**config.mk**
```make
export PLATFORM = sky130hd
export DESIGN_NAME = orbit_camera_eye_position_top
export DESIGN_NICKNAME = d
export VERILOG_FILES = /design/src/sv/ocep_pkg.sv /design/src/sv/ocep_cordic.sv /design/src/sv/orbit_camera_eye_position_top.sv
export VERILOG_INCLUDE_DIRS = /design/src /design/src/sv
export SDC_FILE = /design/constraint.sdc
export NUM_CORES = 2
export LEC_CHECK = 0
export ABC_AREA = 0
export BUFFER_PORTS_ARGS = -buffer_cell sky130_fd_sc_hd__clkbuf_2
export CORE_ASPECT_RATIO = 0.9
export CORE_UTILIZATION = 50
export CTS_CLUSTER_SIZE = 12
export DETAILED_ROUTE_END_ITERATION = 12
export PLACE_DENSITY_LB_ADDON = 0.12
export SYNTH_ARGS = -nofsm -noshare
export SYNTH_HDL_FRONTEND = slang
export SYNTH_SLANG_ARGS = --single-unit
```
**constraint.sdc**
```tcl
create_clock -name aclk -period 23.9 [get_ports aclk]
set_input_delay 2.39 -clock aclk [delete_from_list [all_inputs] [get_ports aclk]]
set_output_delay 2.39 -clock aclk [all_outputs]
set_load 0.005 [all_outputs]
```
**src/sv/orbit_camera_eye_position_top_defines.svh**
```systemverilog
// ---------------------------------------------------------------------------
// orbit camera eye position assertion macros
// implication checks used by the rtl, empty when built for synthesis
// ---------------------------------------------------------------------------
`ifndef ORBIT_CAMERA_EYE_POSITION_TOP_DEFINES_SVH
`define ORBIT_CAMERA_EYE_POSITION_TOP_DEFINES_SVH

`ifndef SYNTHESIS
// same-cycle implication
`define OCEP_ASSERT_IMP(label, clk, rstn, ante, cons, msg) \
    label: assert property (@(posedge clk) disable iff (!rstn) (ante) |-> (cons)) \
        else $error(msg);
// next-cycle implication
`define OCEP_ASSERT_NXT(label, clk, rstn, ante, cons, msg) \
    label: assert property (@(posedge clk) disable iff (!rstn) (ante) |=> (cons)) \
        else $error(msg);
`else
`define OCEP_ASSERT_IMP(label, clk, rstn, ante, cons, msg)
`define OCEP_ASSERT_NXT(label, clk, rstn, ante, cons, msg)
`endif

`endif

```
**src/sv/ocep_pkg.sv**
```systemverilog
// ---------------------------------------------------------------------------
// ocep_pkg
// shared types, constants and the cordic arctangent table
// ---------------------------------------------------------------------------
`timescale 1ns / 1ps
`default_nettype none

package ocep_pkg;

    // port widths
    localparam int S_TDATA_W   = 56;
    localparam int M_TDATA_W   = 128;
    localparam int CFG_INDEX_W = 8;
    localparam int CFG_DATA_W  = 24;

    // angle constants in q3.12 radians
    localparam int ANG_2PI     = 25736;
    localparam int ANG_PI      = 12868;
    localparam int ANG_HALF_PI = 6434;
    localparam int POLAR_CAP   = 6362;

    localparam int RADIUS_MAX  = 16777215;
    localparam int EYE_MAX     = 16777215;

    // cordic start vector, q1.30
    localparam int CORDIC_GAIN = 652032874;

    // floor(n / 10) = (n * RECIP10) >> RECIP10_SHIFT for n below 2^18
    localparam int RECIP10       = 52429;
    localparam int RECIP10_SHIFT = 19;

    // register indexes
    localparam logic [CFG_INDEX_W-1:0] REG_MIN_RADIUS    = 8'd0;
    localparam logic [CFG_INDEX_W-1:0] REG_START_RADIUS  = 8'd1;
    localparam logic [CFG_INDEX_W-1:0] REG_START_AZIMUTH = 8'd2;
    localparam logic [CFG_INDEX_W-1:0] REG_START_POLAR   = 8'd3;

    typedef struct packed {
        logic               start;
        logic signed [15:0] angle;
    } cordic_req_t;

    typedef struct packed {
        logic               done;
        logic signed [31:0] sin;
        logic signed [31:0] cos;
    } cordic_res_t;

    // atan(2^-i) in q2.29
    function automatic logic signed [31:0] atan_val(input logic [4:0] idx);
        logic signed [31:0] v;
        unique case (idx)
            5'd0:  v = 32'sd421657428;
            5'd1:  v = 32'sd248918915;
            5'd2:  v = 32'sd131521918;
            5'd3:  v = 32'sd66762579;
            5'd4:  v = 32'sd33510843;
            5'd5:  v = 32'sd16771758;
            5'd6:  v = 32'sd8387925;
            5'd7:  v = 32'sd4194219;
            5'd8:  v = 32'sd2097141;
            5'd9:  v = 32'sd1048575;
            5'd10: v = 32'sd524288;
            5'd11: v = 32'sd262144;
            5'd12: v = 32'sd131072;
            5'd13: v = 32'sd65536;
            5'd14: v = 32'sd32768;
            5'd15: v = 32'sd16384;
            5'd16: v = 32'sd8192;
            5'd17: v = 32'sd4096;
            5'd18: v = 32'sd2048;
            5'd19: v = 32'sd1024;
            5'd20: v = 32'sd512;
            5'd21: v = 32'sd256;
            5'd22: v = 32'sd128;
            5'd23: v = 32'sd64;
            default: v = 32'sd0;
        endcase
        return v;
    endfunction

endpackage

`default_nettype wire

```
**src/sv/ocep_cordic.sv**
```systemverilog
// ---------------------------------------------------------------------------
// ocep_cordic
// iterative rotation-mode cordic, one micro-rotation per cycle
// ---------------------------------------------------------------------------
`timescale 1ns / 1ps
`default_nettype none

module ocep_cordic #(
    parameter int STEPS = 16
) (
    input  wire logic                aclk,
    input  wire logic                aresetn,
    input  ocep_pkg::cordic_req_t    req,
    output ocep_pkg::cordic_res_t    res
);
    import ocep_pkg::*;

    localparam int CW = $clog2(STEPS);
    localparam logic [CW-1:0] LAST = CW'(STEPS - 1);

    logic signed [31:0] x_reg, y_reg, z_reg;
    logic signed [31:0] x_next, y_next, z_next;
    logic [CW-1:0]      cnt_reg;
    logic               busy_reg, done_reg, neg_reg;

    logic signed [15:0] t_wrap, t_fold;
    logic               neg_w;
    logic signed [31:0] dx, dy, ang;

    // fold the angle into [-pi/2, pi/2]
    always_comb begin
        if (req.angle > ANG_PI) begin
            t_wrap = 16'(req.angle - ANG_2PI);
        end else if (req.angle < -ANG_PI) begin
            t_wrap = 16'(req.angle + ANG_2PI);
        end else begin
            t_wrap = req.angle;
        end
        neg_w = 1'b0;
        if (t_wrap > ANG_HALF_PI) begin
            t_fold = 16'(t_wrap - ANG_PI);
            neg_w  = 1'b1;
        end else if (t_wrap < -ANG_HALF_PI) begin
            t_fold = 16'(t_wrap + ANG_PI);
            neg_w  = 1'b1;
        end else begin
            t_fold = t_wrap;
        end
    end

    always_comb begin
        dx  = y_reg >>> cnt_reg;
        dy  = x_reg >>> cnt_reg;
        ang = atan_val(5'(cnt_reg));
        if (!z_reg[31]) begin
            x_next = x_reg - dx;
            y_next = y_reg + dy;
            z_next = z_reg - ang;
        end else begin
            x_next = x_reg + dx;
            y_next = y_reg - dy;
            z_next = z_reg + ang;
        end
    end

    always_ff @(posedge aclk) begin
        if (!aresetn) begin
            busy_reg <= 1'b0;
            done_reg <= 1'b0;
            cnt_reg  <= '0;
        end else begin
            done_reg <= 1'b0;
            if (req.start) begin
                busy_reg <= 1'b1;
                cnt_reg  <= '0;
                x_reg    <= 32'(CORDIC_GAIN);
                y_reg    <= '0;
                z_reg    <= 32'(t_fold) <<< 17;
                neg_reg  <= neg_w;
            end else if (busy_reg) begin
                x_reg <= x_next;
                y_reg <= y_next;
                z_reg <= z_next;
                if (cnt_reg == LAST) begin
                    busy_reg <= 1'b0;
                    done_reg <= 1'b1;
                end else begin
                    cnt_reg <= cnt_reg + 1'b1;
                end
            end
        end
    end

    assign res.done = done_reg;
    assign res.cos  = neg_reg ? -x_reg : x_reg;
    assign res.sin  = neg_reg ? -y_reg : y_reg;

endmodule

`default_nettype wire

```
**src/sv/orbit_camera_eye_position_top.sv**
```systemverilog
// ---------------------------------------------------------------------------
// orbit_camera_eye_position_top
// orbit camera state update and spherical to cartesian eye point
// ---------------------------------------------------------------------------
// usage
//   s_ channel: one request per camera event, s_tdata holds the three deltas,
//   s_tuser the restart flag. a restart reloads angles and radius from the
//   start registers before the deltas apply.
//   m_ channel: one result per request, eye point plus updated state.
//   cfg channel: register writes, always ready; the user writes only while
//   the block is idle, the block itself does not enforce it.
// sequence
//   a request is taken only in the idle state; it then runs the state update
//   (S_TEN_A, S_TEN_P, S_POL_UPD) through the shared multiplier, the single
//   cordic unit (azimuth then polar), and the products in the same 32x32
//   multiplier (S_MUL0 to S_MUL4); S_MUL5 then loads the result for m_tvalid.
// reset and stall
//   aresetn (synchronous, low) restores the register and state reset values.
//   the output register lets the next request in while a result waits; if
//   m_tready is still low when that next result is ready, the sequencer holds
//   in its last step until the waiting result is taken.
// ---------------------------------------------------------------------------
`timescale 1ns / 1ps
`default_nettype none

`include "orbit_camera_eye_position_top_defines.svh"

module orbit_camera_eye_position_top #(
    parameter int CORDIC_STEPS = 16
) (
    input  wire logic                              aclk,
    input  wire logic                              aresetn,
    // input requests
    input  wire logic                              s_tvalid,
    output logic                                   s_tready,
    // azimuth_delta[15:0], polar_delta[31:16], zoom_delta[55:32]
    input  wire logic [ocep_pkg::S_TDATA_W-1:0]    s_tdata,
    // restart
    input  wire logic                              s_tuser,
    // results
    output logic                                   m_tvalid,
    input  wire logic                              m_tready,
    // eye_x[24:0], eye_y[49:25], eye_z[74:50], azimuth_now[89:75],
    // polar_now[103:90], radius_now[127:104]
    output logic [ocep_pkg::M_TDATA_W-1:0]         m_tdata,
    // configuration writes
    input  wire logic                              cfg_valid,
    output logic                                   cfg_ready,
    input  wire logic [ocep_pkg::CFG_INDEX_W-1:0]  cfg_index,
    input  wire logic [ocep_pkg::CFG_DATA_W-1:0]   cfg_wdata
);
    import ocep_pkg::*;

    // sequencer codes
    localparam logic [3:0] S_IDLE    = 4'd0;
    localparam logic [3:0] S_TEN_A   = 4'd1;  // radius update, azimuth tenth product
    localparam logic [3:0] S_TEN_P   = 4'd2;  // azimuth wrap, polar tenth product
    localparam logic [3:0] S_POL_UPD = 4'd3;  // polar clamp, azimuth cordic start
    localparam logic [3:0] S_CORD_A  = 4'd4;
    localparam logic [3:0] S_CORD_P  = 4'd5;
    localparam logic [3:0] S_MUL0    = 4'd6;
    localparam logic [3:0] S_MUL1    = 4'd7;
    localparam logic [3:0] S_MUL2    = 4'd8;
    localparam logic [3:0] S_MUL3    = 4'd9;
    localparam logic [3:0] S_MUL4    = 4'd10;
    localparam logic [3:0] S_MUL5    = 4'd11;

    logic [3:0] state_reg;

    // configuration registers
    logic [23:0]        min_radius_reg, start_radius_reg;
    logic [14:0]        start_azimuth_reg;
    logic signed [13:0] start_polar_reg;

    // camera state
    logic [14:0]        az_reg;
    logic signed [13:0] pol_reg;
    logic [23:0]        rad_reg;

    // latched request
    logic [16:0]        na_reg, np_reg;       // |delta| + 5
    logic               neg_a_reg, neg_p_reg;
    logic signed [23:0] dz_reg;

    // trig values and intermediate products, q1.30
    logic signed [31:0] sa_reg, ca_reg, sp_reg, cp_reg, cc_reg, cs_reg;
    logic signed [24:0] ex_w_reg, ey_w_reg;

    // shared multiplier
    logic signed [31:0] mul_a, mul_b;
    logic               mul_en;
    logic signed [63:0] prod_reg;

    // output register
    logic               m_tvalid_reg;
    logic signed [24:0] ex_o_reg, ey_o_reg, ez_o_reg;
    logic [14:0]        az_o_reg;
    logic signed [13:0] pol_o_reg;
    logic [23:0]        rad_o_reg;

    cordic_req_t creq;
    cordic_res_t cres;

    // request decode
    logic signed [16:0] da_ext, dp_ext;
    logic [16:0]        na_w, np_w;

    // state update helpers
    logic [12:0]        q_w;
    logic signed [16:0] a_sum, a_wrap;
    logic signed [15:0] p_sum, p_clamp;
    logic signed [25:0] r_diff, r_clamp;
    logic signed [63:0] rnd_w;
    logic signed [24:0] eye_sat;
    logic               out_free;

    assign s_tready  = (state_reg == S_IDLE);
    assign cfg_ready = 1'b1;
    assign out_free  = !m_tvalid_reg || m_tready;

    // ---------------------------------------------------------------------
    // configuration
    // ---------------------------------------------------------------------
    always_ff @(posedge aclk) begin
        if (!aresetn) begin
            min_radius_reg    <= 24'd4096;
            start_radius_reg  <= 24'd40960;
            start_azimuth_reg <= '0;
            start_polar_reg   <= '0;
        end else if (cfg_valid) begin
            unique case (cfg_index)
                REG_MIN_RADIUS:    min_radius_reg    <= cfg_wdata;
                REG_START_RADIUS:  start_radius_reg  <= cfg_wdata;
                REG_START_AZIMUTH: start_azimuth_reg <= cfg_wdata[14:0];
                REG_START_POLAR:   start_polar_reg   <= $signed(cfg_wdata[13:0]);
                default: ;  // unknown index is ignored
            endcase
        end
    end

    // ---------------------------------------------------------------------
    // datapath helpers
    // ---------------------------------------------------------------------
    always_comb begin
        // magnitude plus rounding bias for the tenth
        da_ext = $signed({s_tdata[15], s_tdata[15:0]});
        dp_ext = $signed({s_tdata[31], s_tdata[31:16]});
        na_w   = 17'(da_ext[16] ? -da_ext : da_ext) + 17'd5;
        np_w   = 17'(dp_ext[16] ? -dp_ext : dp_ext) + 17'd5;

        // tenth from the last reciprocal product
        q_w = prod_reg[31:RECIP10_SHIFT];

        // azimuth: add and wrap into [0, 2pi)
        if (neg_a_reg) begin
            a_sum = $signed({2'b00, az_reg}) - $signed({4'b0000, q_w});
        end else begin
            a_sum = $signed({2'b00, az_reg}) + $signed({4'b0000, q_w});
        end
        if (a_sum < 0) begin
            a_wrap = a_sum + 17'(ANG_2PI);
        end else if (a_sum >= 17'(ANG_2PI)) begin
            a_wrap = a_sum - 17'(ANG_2PI);
        end else begin
            a_wrap = a_sum;
        end

        // polar: add and clamp to +/-89 degrees
        if (neg_p_reg) begin
            p_sum = 16'(pol_reg) - $signed({3'b000, q_w});
        end else begin
            p_sum = 16'(pol_reg) + $signed({3'b000, q_w});
        end
        if (p_sum > 16'(POLAR_CAP)) begin
            p_clamp = 16'(POLAR_CAP);
        end else if (p_sum < -16'(POLAR_CAP)) begin
            p_clamp = -16'(POLAR_CAP);
        end else begin
            p_clamp = p_sum;
        end

        // radius: shrink by zoom, lower bound first, then saturate
        r_diff = $signed({2'b00, rad_reg}) - 26'(dz_reg);
        if (r_diff < $signed({2'b00, min_radius_reg})) begin
            r_clamp = $signed({2'b00, min_radius_reg});
        end else if (r_diff > 26'(RADIUS_MAX)) begin
            r_clamp = 26'(RADIUS_MAX);
        end else begin
            r_clamp = r_diff;
        end

        // q1.30 product rounding, half up
        rnd_w = (prod_reg + 64'sd536870912) >>> 30;
        if (rnd_w > 64'(EYE_MAX)) begin
            eye_sat = 25'(EYE_MAX);
        end else if (rnd_w < -64'(EYE_MAX)) begin
            eye_sat = -25'(EYE_MAX);
        end else begin
            eye_sat = rnd_w[24:0];
        end
    end

    // multiplier operand select
    always_comb begin
        mul_en = 1'b1;
        unique case (state_reg)
            S_TEN_A: begin
                mul_a = $signed({15'b0, na_reg});
                mul_b = 32'(RECIP10);
            end
            S_TEN_P: begin
                mul_a = $signed({15'b0, np_reg});
                mul_b = 32'(RECIP10);
            end
            S_MUL0: begin
                mul_a = cp_reg;
                mul_b = ca_reg;
            end
            S_MUL1: begin
                mul_a = cp_reg;
                mul_b = sa_reg;
            end
            S_MUL2: begin
                mul_a = $signed({8'b0, rad_reg});
                mul_b = sp_reg;
            end
            S_MUL3: begin
                mul_a = $signed({8'b0, rad_reg});
                mul_b = cc_reg;
            end
            S_MUL4: begin
                mul_a = $signed({8'b0, rad_reg});
                mul_b = cs_reg;
            end
            default: begin
                mul_en = 1'b0;
                mul_a  = '0;
                mul_b  = '0;
            end
        endcase
    end

    always_ff @(posedge aclk) begin
        if (mul_en) begin
            prod_reg <= mul_a * mul_b;
        end
    end

    // cordic requests: azimuth first, polar as soon as azimuth is done
    always_comb begin
        creq.start = (state_reg == S_POL_UPD) || ((state_reg == S_CORD_A) && cres.done);
        if (state_reg == S_POL_UPD) begin
            creq.angle = $signed({1'b0, az_reg});
        end else begin
            creq.angle = 16'(pol_reg);
        end
    end

    ocep_cordic #(
        .STEPS (CORDIC_STEPS)
    ) u_cordic (
        .aclk    (aclk),
        .aresetn (aresetn),
        .req     (creq),
        .res     (cres)
    );

    // ---------------------------------------------------------------------
    // sequencer and state
    // ---------------------------------------------------------------------
    always_ff @(posedge aclk) begin
        if (!aresetn) begin
            state_reg    <= S_IDLE;
            az_reg       <= '0;
            pol_reg      <= '0;
            rad_reg      <= 24'd40960;
            m_tvalid_reg <= 1'b0;
        end else begin
            // taken result clears, unless a new one loads at the same edge
            if (m_tvalid_reg && m_tready && !((state_reg == S_MUL5) && out_free)) begin
                m_tvalid_reg <= 1'b0;
            end
            unique case (state_reg)
                S_IDLE: begin
                    if (s_tvalid) begin
                        if (s_tuser) begin
                            az_reg  <= start_azimuth_reg;
                            pol_reg <= start_polar_reg;
                            rad_reg <= start_radius_reg;
                        end
                        na_reg    <= na_w;
                        np_reg    <= np_w;
                        neg_a_reg <= s_tdata[15];
                        neg_p_reg <= s_tdata[31];
                        dz_reg    <= $signed(s_tdata[55:32]);
                        state_reg <= S_TEN_A;
                    end
                end
                S_TEN_A: begin
                    rad_reg   <= r_clamp[23:0];
                    state_reg <= S_TEN_P;
                end
                S_TEN_P: begin
                    az_reg    <= a_wrap[14:0];
                    state_reg <= S_POL_UPD;
                end
                S_POL_UPD: begin
                    pol_reg   <= p_clamp[13:0];
                    state_reg <= S_CORD_A;
                end
                S_CORD_A: begin
                    if (cres.done) begin
                        sa_reg    <= cres.sin;
                        ca_reg    <= cres.cos;
                        state_reg <= S_CORD_P;
                    end
                end
                S_CORD_P: begin
                    if (cres.done) begin
                        sp_reg    <= cres.sin;
                        cp_reg    <= cres.cos;
                        state_reg <= S_MUL0;
                    end
                end
                S_MUL0: state_reg <= S_MUL1;
                S_MUL1: begin
                    cc_reg    <= rnd_w[31:0];
                    state_reg <= S_MUL2;
                end
                S_MUL2: begin
                    cs_reg    <= rnd_w[31:0];
                    state_reg <= S_MUL3;
                end
                S_MUL3: begin
                    ey_w_reg  <= eye_sat;
                    state_reg <= S_MUL4;
                end
                S_MUL4: begin
                    ex_w_reg  <= eye_sat;
                    state_reg <= S_MUL5;
                end
                S_MUL5: begin
                    // hold here until the output register is free
                    if (out_free) begin
                        ex_o_reg     <= ex_w_reg;
                        ey_o_reg     <= ey_w_reg;
                        ez_o_reg     <= eye_sat;
                        az_o_reg     <= az_reg;
                        pol_o_reg    <= pol_reg;
                        rad_o_reg    <= rad_reg;
                        m_tvalid_reg <= 1'b1;
                        state_reg    <= S_IDLE;
                    end
                end
                default: state_reg <= S_IDLE;
            endcase
        end
    end

    assign m_tvalid = m_tvalid_reg;
    assign m_tdata  = {rad_o_reg, pol_o_reg, az_o_reg, ez_o_reg, ey_o_reg, ex_o_reg};

    // ---------------------------------------------------------------------
    // checks
    // ---------------------------------------------------------------------
    `OCEP_ASSERT_IMP(a_cordic_done_in_wait, aclk, aresetn, cres.done,
        (state_reg == S_CORD_A) || (state_reg == S_CORD_P),
        "cordic finished outside a wait step")
    `OCEP_ASSERT_IMP(a_azimuth_wrapped, aclk, aresetn, state_reg == S_MUL0,
        az_reg < 15'(ANG_2PI), "azimuth not wrapped before products")
    `OCEP_ASSERT_IMP(a_polar_clamped, aclk, aresetn, state_reg == S_MUL0,
        (pol_reg <= 14'(POLAR_CAP)) && (pol_reg >= -14'(POLAR_CAP)),
        "polar angle outside clamp")
    `OCEP_ASSERT_IMP(a_radius_bound, aclk, aresetn, state_reg == S_MUL0,
        rad_reg >= min_radius_reg, "radius below lower bound")
    `OCEP_ASSERT_NXT(a_hold_on_stall, aclk, aresetn,
        (state_reg == S_MUL5) && m_tvalid_reg && !m_tready,
        (state_reg == S_MUL5) && m_tvalid_reg,
        "result register overwritten while stalled")

endmodule

`default_nettype wire

```
==> impl_metrics.json <==
{
  "nFillCells": 14100,
  "gp_congestion": 0.958,
  "drv_slew": 0,
  "tightest_slew_ps": 1400,
  "critical_path.max_fanout": 46,
  "postLayoutCellArea_sq_mm": 0.0851,
  "hold_viol": 0,
  "gr-max-usage-layer": "met2",
  "synth-edff-count": 572,
  "avgViaCountPerCell": 5.83,
  "grt_max_degree": 96,
  "use_met3": 0.0789,
  "cp_common_cell": "fa_1",
  "ys_types": 104,
  "die_x_um": 420,
  "largest_reg_flops": 45,
  "synth.cell_area_sq_mm": 0.0788,
  "leakage_uw": 0.0369,
  "post_cts_resized": 0,
  "grt_usage": 0.324,
  "cp-end-kind": "register",
  "ir_drop_mv": 0.0556,
  "postCtsSetupBuffers": 0,
  "grt_antenna_before_repair": 19,
  "cp-start-kind": "register",
  "cts_buffer_depth": 3,
  "vias": 60500,
  "die_h_um": 379,
  "max_freq_mhz": 85.8,
  "cts_made_buffers": 80,
  "synth.avg_cell_area_sq_um": 9.69,
  "cpMaxStageDelayCell": "fa_1",
  "std_cell_rows": 137,
  "nets": 9790,
  "critPathArrivalTime_ps": 12090,
  "min_period_over_period": 0.488,
  "wirelength_mm": 254,
  "status": "complete, no violations",
  "use_met1": 0.467,
  "setup-violations-final": 0,
  "synth_top_area_share": 0.276,
  "synth-main-ff-cell": "edfxtp_1",
  "power_density_mw_per_mm2": 51.5,
  "synthArstFlopShare": 0,
  "synth_warnings": 0,
  "grt-ovfl-total": 0,
  "cts_htree_levels": 3,
  "ys_seq_area_frac": 0.261,
  "final_util": 0.547,
  "layout-drive-gt1-share": 0.0846,
  "skew_ps": 46.2,
  "hold_slack_ps": 417,
  "total_power_uw": 4380,
  "grt_pass1_wl_mm": 382,
  "syn2layout_area_growth_pct": 7.98,
  "synth_top_area_cell": "fa_1",
  "finalSetupTns_ps": 0,
  "ys_seq_elements": 741,
  "drtIter0Drc": 5897,
  "cp_slowest_stage_delay_ps": 1030,
  "antenna_left": 0,
  "root_buffer": "clkbuf_16",
  "cap_viol_max_count": 0,
  "coreArea_sq_mm": 0.156,
  "fin_crit_ps": 11660,
  "clk_latency_ps": 710,
  "cts_num_sinks": 741,
  "firstDrtPassIters": 10,
  "critPathKind": "reg2reg",
  "yosys-top-cells-area": "fa_1 28%, edfxtp_1 22%, ha_1 6.2%, inv_1 5.9%, nand2_1 4.8%",
  "met2_usage": 0.484,
  "dpl_cell_area_sq_mm": 0.0826,
  "ios": 225,
  "timing.slew.headroom": 0.0573,
  "path_clk_slew_ps": 60,
  "io_buffers": 223,
  "place_hpwl_mm": 197,
  "die_area_sq_mm": 0.159,
  "rsz0062_at_grt": "false",
  "start_util": 0.506,
  "min_path_type": "reg2reg",
  "drc_errors": 0,
  "crit_required_ps": 24330,
  "grt_pass1_vias": 59400,
  "cts_tree": "yes",
  "routedWlPerCell_um": 24.5,
  "syn_inst": 8134,
  "cts_hold_buf": 0
}
-- per-stage QoR --
stage          instances  setup WS [ps]
3_3_place_gp       10200          12640
5_1_grt            10400          11590
3_5_place_dp       10200          12440
6_report           10400          12240
4_1_cts            10400          12380
2_1_floorplan       8135          11530
-- area by class of cell --
cell class              count  area [sq um]  share of cell area
diodes                     10          25.0            0.000294
clock inverters            27           258             0.00303
flip-flops and latches    741         20600               0.242
inverters                1236          4640              0.0546
well taps                2085          2610              0.0307
repair buffers            380          2290              0.0270
multi-input cells        5780         52400               0.616
clock buffers             113          2240              0.0263
-- path summary, 6_finish.rpt --
path                              from                     end  slack (ps)  cells past startpoint
max          state_reg[2]$_SDFFE_PN0P_  prod_reg[59]$_DFFE_PP_       12240                     31
max reg2reg  state_reg[2]$_SDFFE_PN0P_  prod_reg[59]$_DFFE_PP_       12240                     31
min reg2reg      ey_w_reg[6]$_DFFE_PP_   ey_o_reg[6]$_DFFE_PP_         420                      0
min              ey_w_reg[6]$_DFFE_PP_   ey_o_reg[6]$_DFFE_PP_         420                      0
-- critical path, delay by kind of cell, from the launching register on --
family	cells	cell delay, ps
flip-flops	1	950
AND/OR/NAND/NOR	6	1590
AO/OA/AOI/OAI	8	1810
adder cells (fa/ha/maj)	9	5220
buffers and inverters	7	1670
XOR/XNOR	1	90
-- report_power, final --
part	internal [uW]	switching, uW	total (uW)
Combinational	556	1030	1590
Clock	671	543	1210
Sequential	1480	96.8	1570
-- synth_stat cells, types with 44 or more instances --
cell type	count
inv_1	1230
fa_1	1088
nand2_1	1000
nor2_1	783
edfxtp_1	572
ha_1	389
a21oi_1	351
clkbuf_1	321
xnor2_1	287
o21ai_0	245
dfxtp_1	169
xor2_1	166
mux2i_1	111
nor3_1	111
nand3_1	103
a21o_1	82
and2_1	65
and3_1	63
mux4_2	61
nand2b_1	56
a31oi_1	52
or3_1	51
o21a_1	45
nor2b_1	44
-- cell families after synthesis --
logic type,after synthesis,share of synthesized area
and+or+nand+nor,2418,0.134
buffers and inverters,1614,0.0781
adders and majority gates,1479,0.338
AOI/OAI and AO/OA,1224,0.102
DFF,741,0.261
xor gates and xnor gates,453,0.0504
muxes,203,0.0364
other,2,0.0000953
-- layout by cell type, fill, tap and decap left out, types with 39 or more instances in the layout --
master     Yosys  routed
o21a_1        45      45
and3_1        63      62
ha_1         389     389
o21ai_0      245     242
and2_1        65      65
xnor2_1      287     286
a221o_1       40      39
nand3_1      103     100
o31ai_1       40      40
nand2b_1      56      55
nor2_1       783     776
clkbuf_16      0      83
edfxtp_1     572     572
xor2_1       166     166
fa_1        1088    1088
clkbuf_2       0     223
a21oi_1      351     350
mux4_2        61      61
buf_4          7     157
inv_1       1230    1229
nor2b_1       44      42
dfxtp_1      169     165
a31oi_1       52      52
nor3_1       111     103
mux2i_1      111     111
o22ai_1       39      39
nand2_1     1000     999
a21o_1        82      82
or3_1         51      51
-- per-layer routing --
metal,part of all wire,wire length (um),up-vias
met5,0.00090,229,-
met4,0.031,7970,20
met3,0.11,26900,399
met2,0.43,110000,2693
met1,0.43,109000,30500
li1,-,-,26900
No activity file was read; power rests on OpenSTA's default activity.
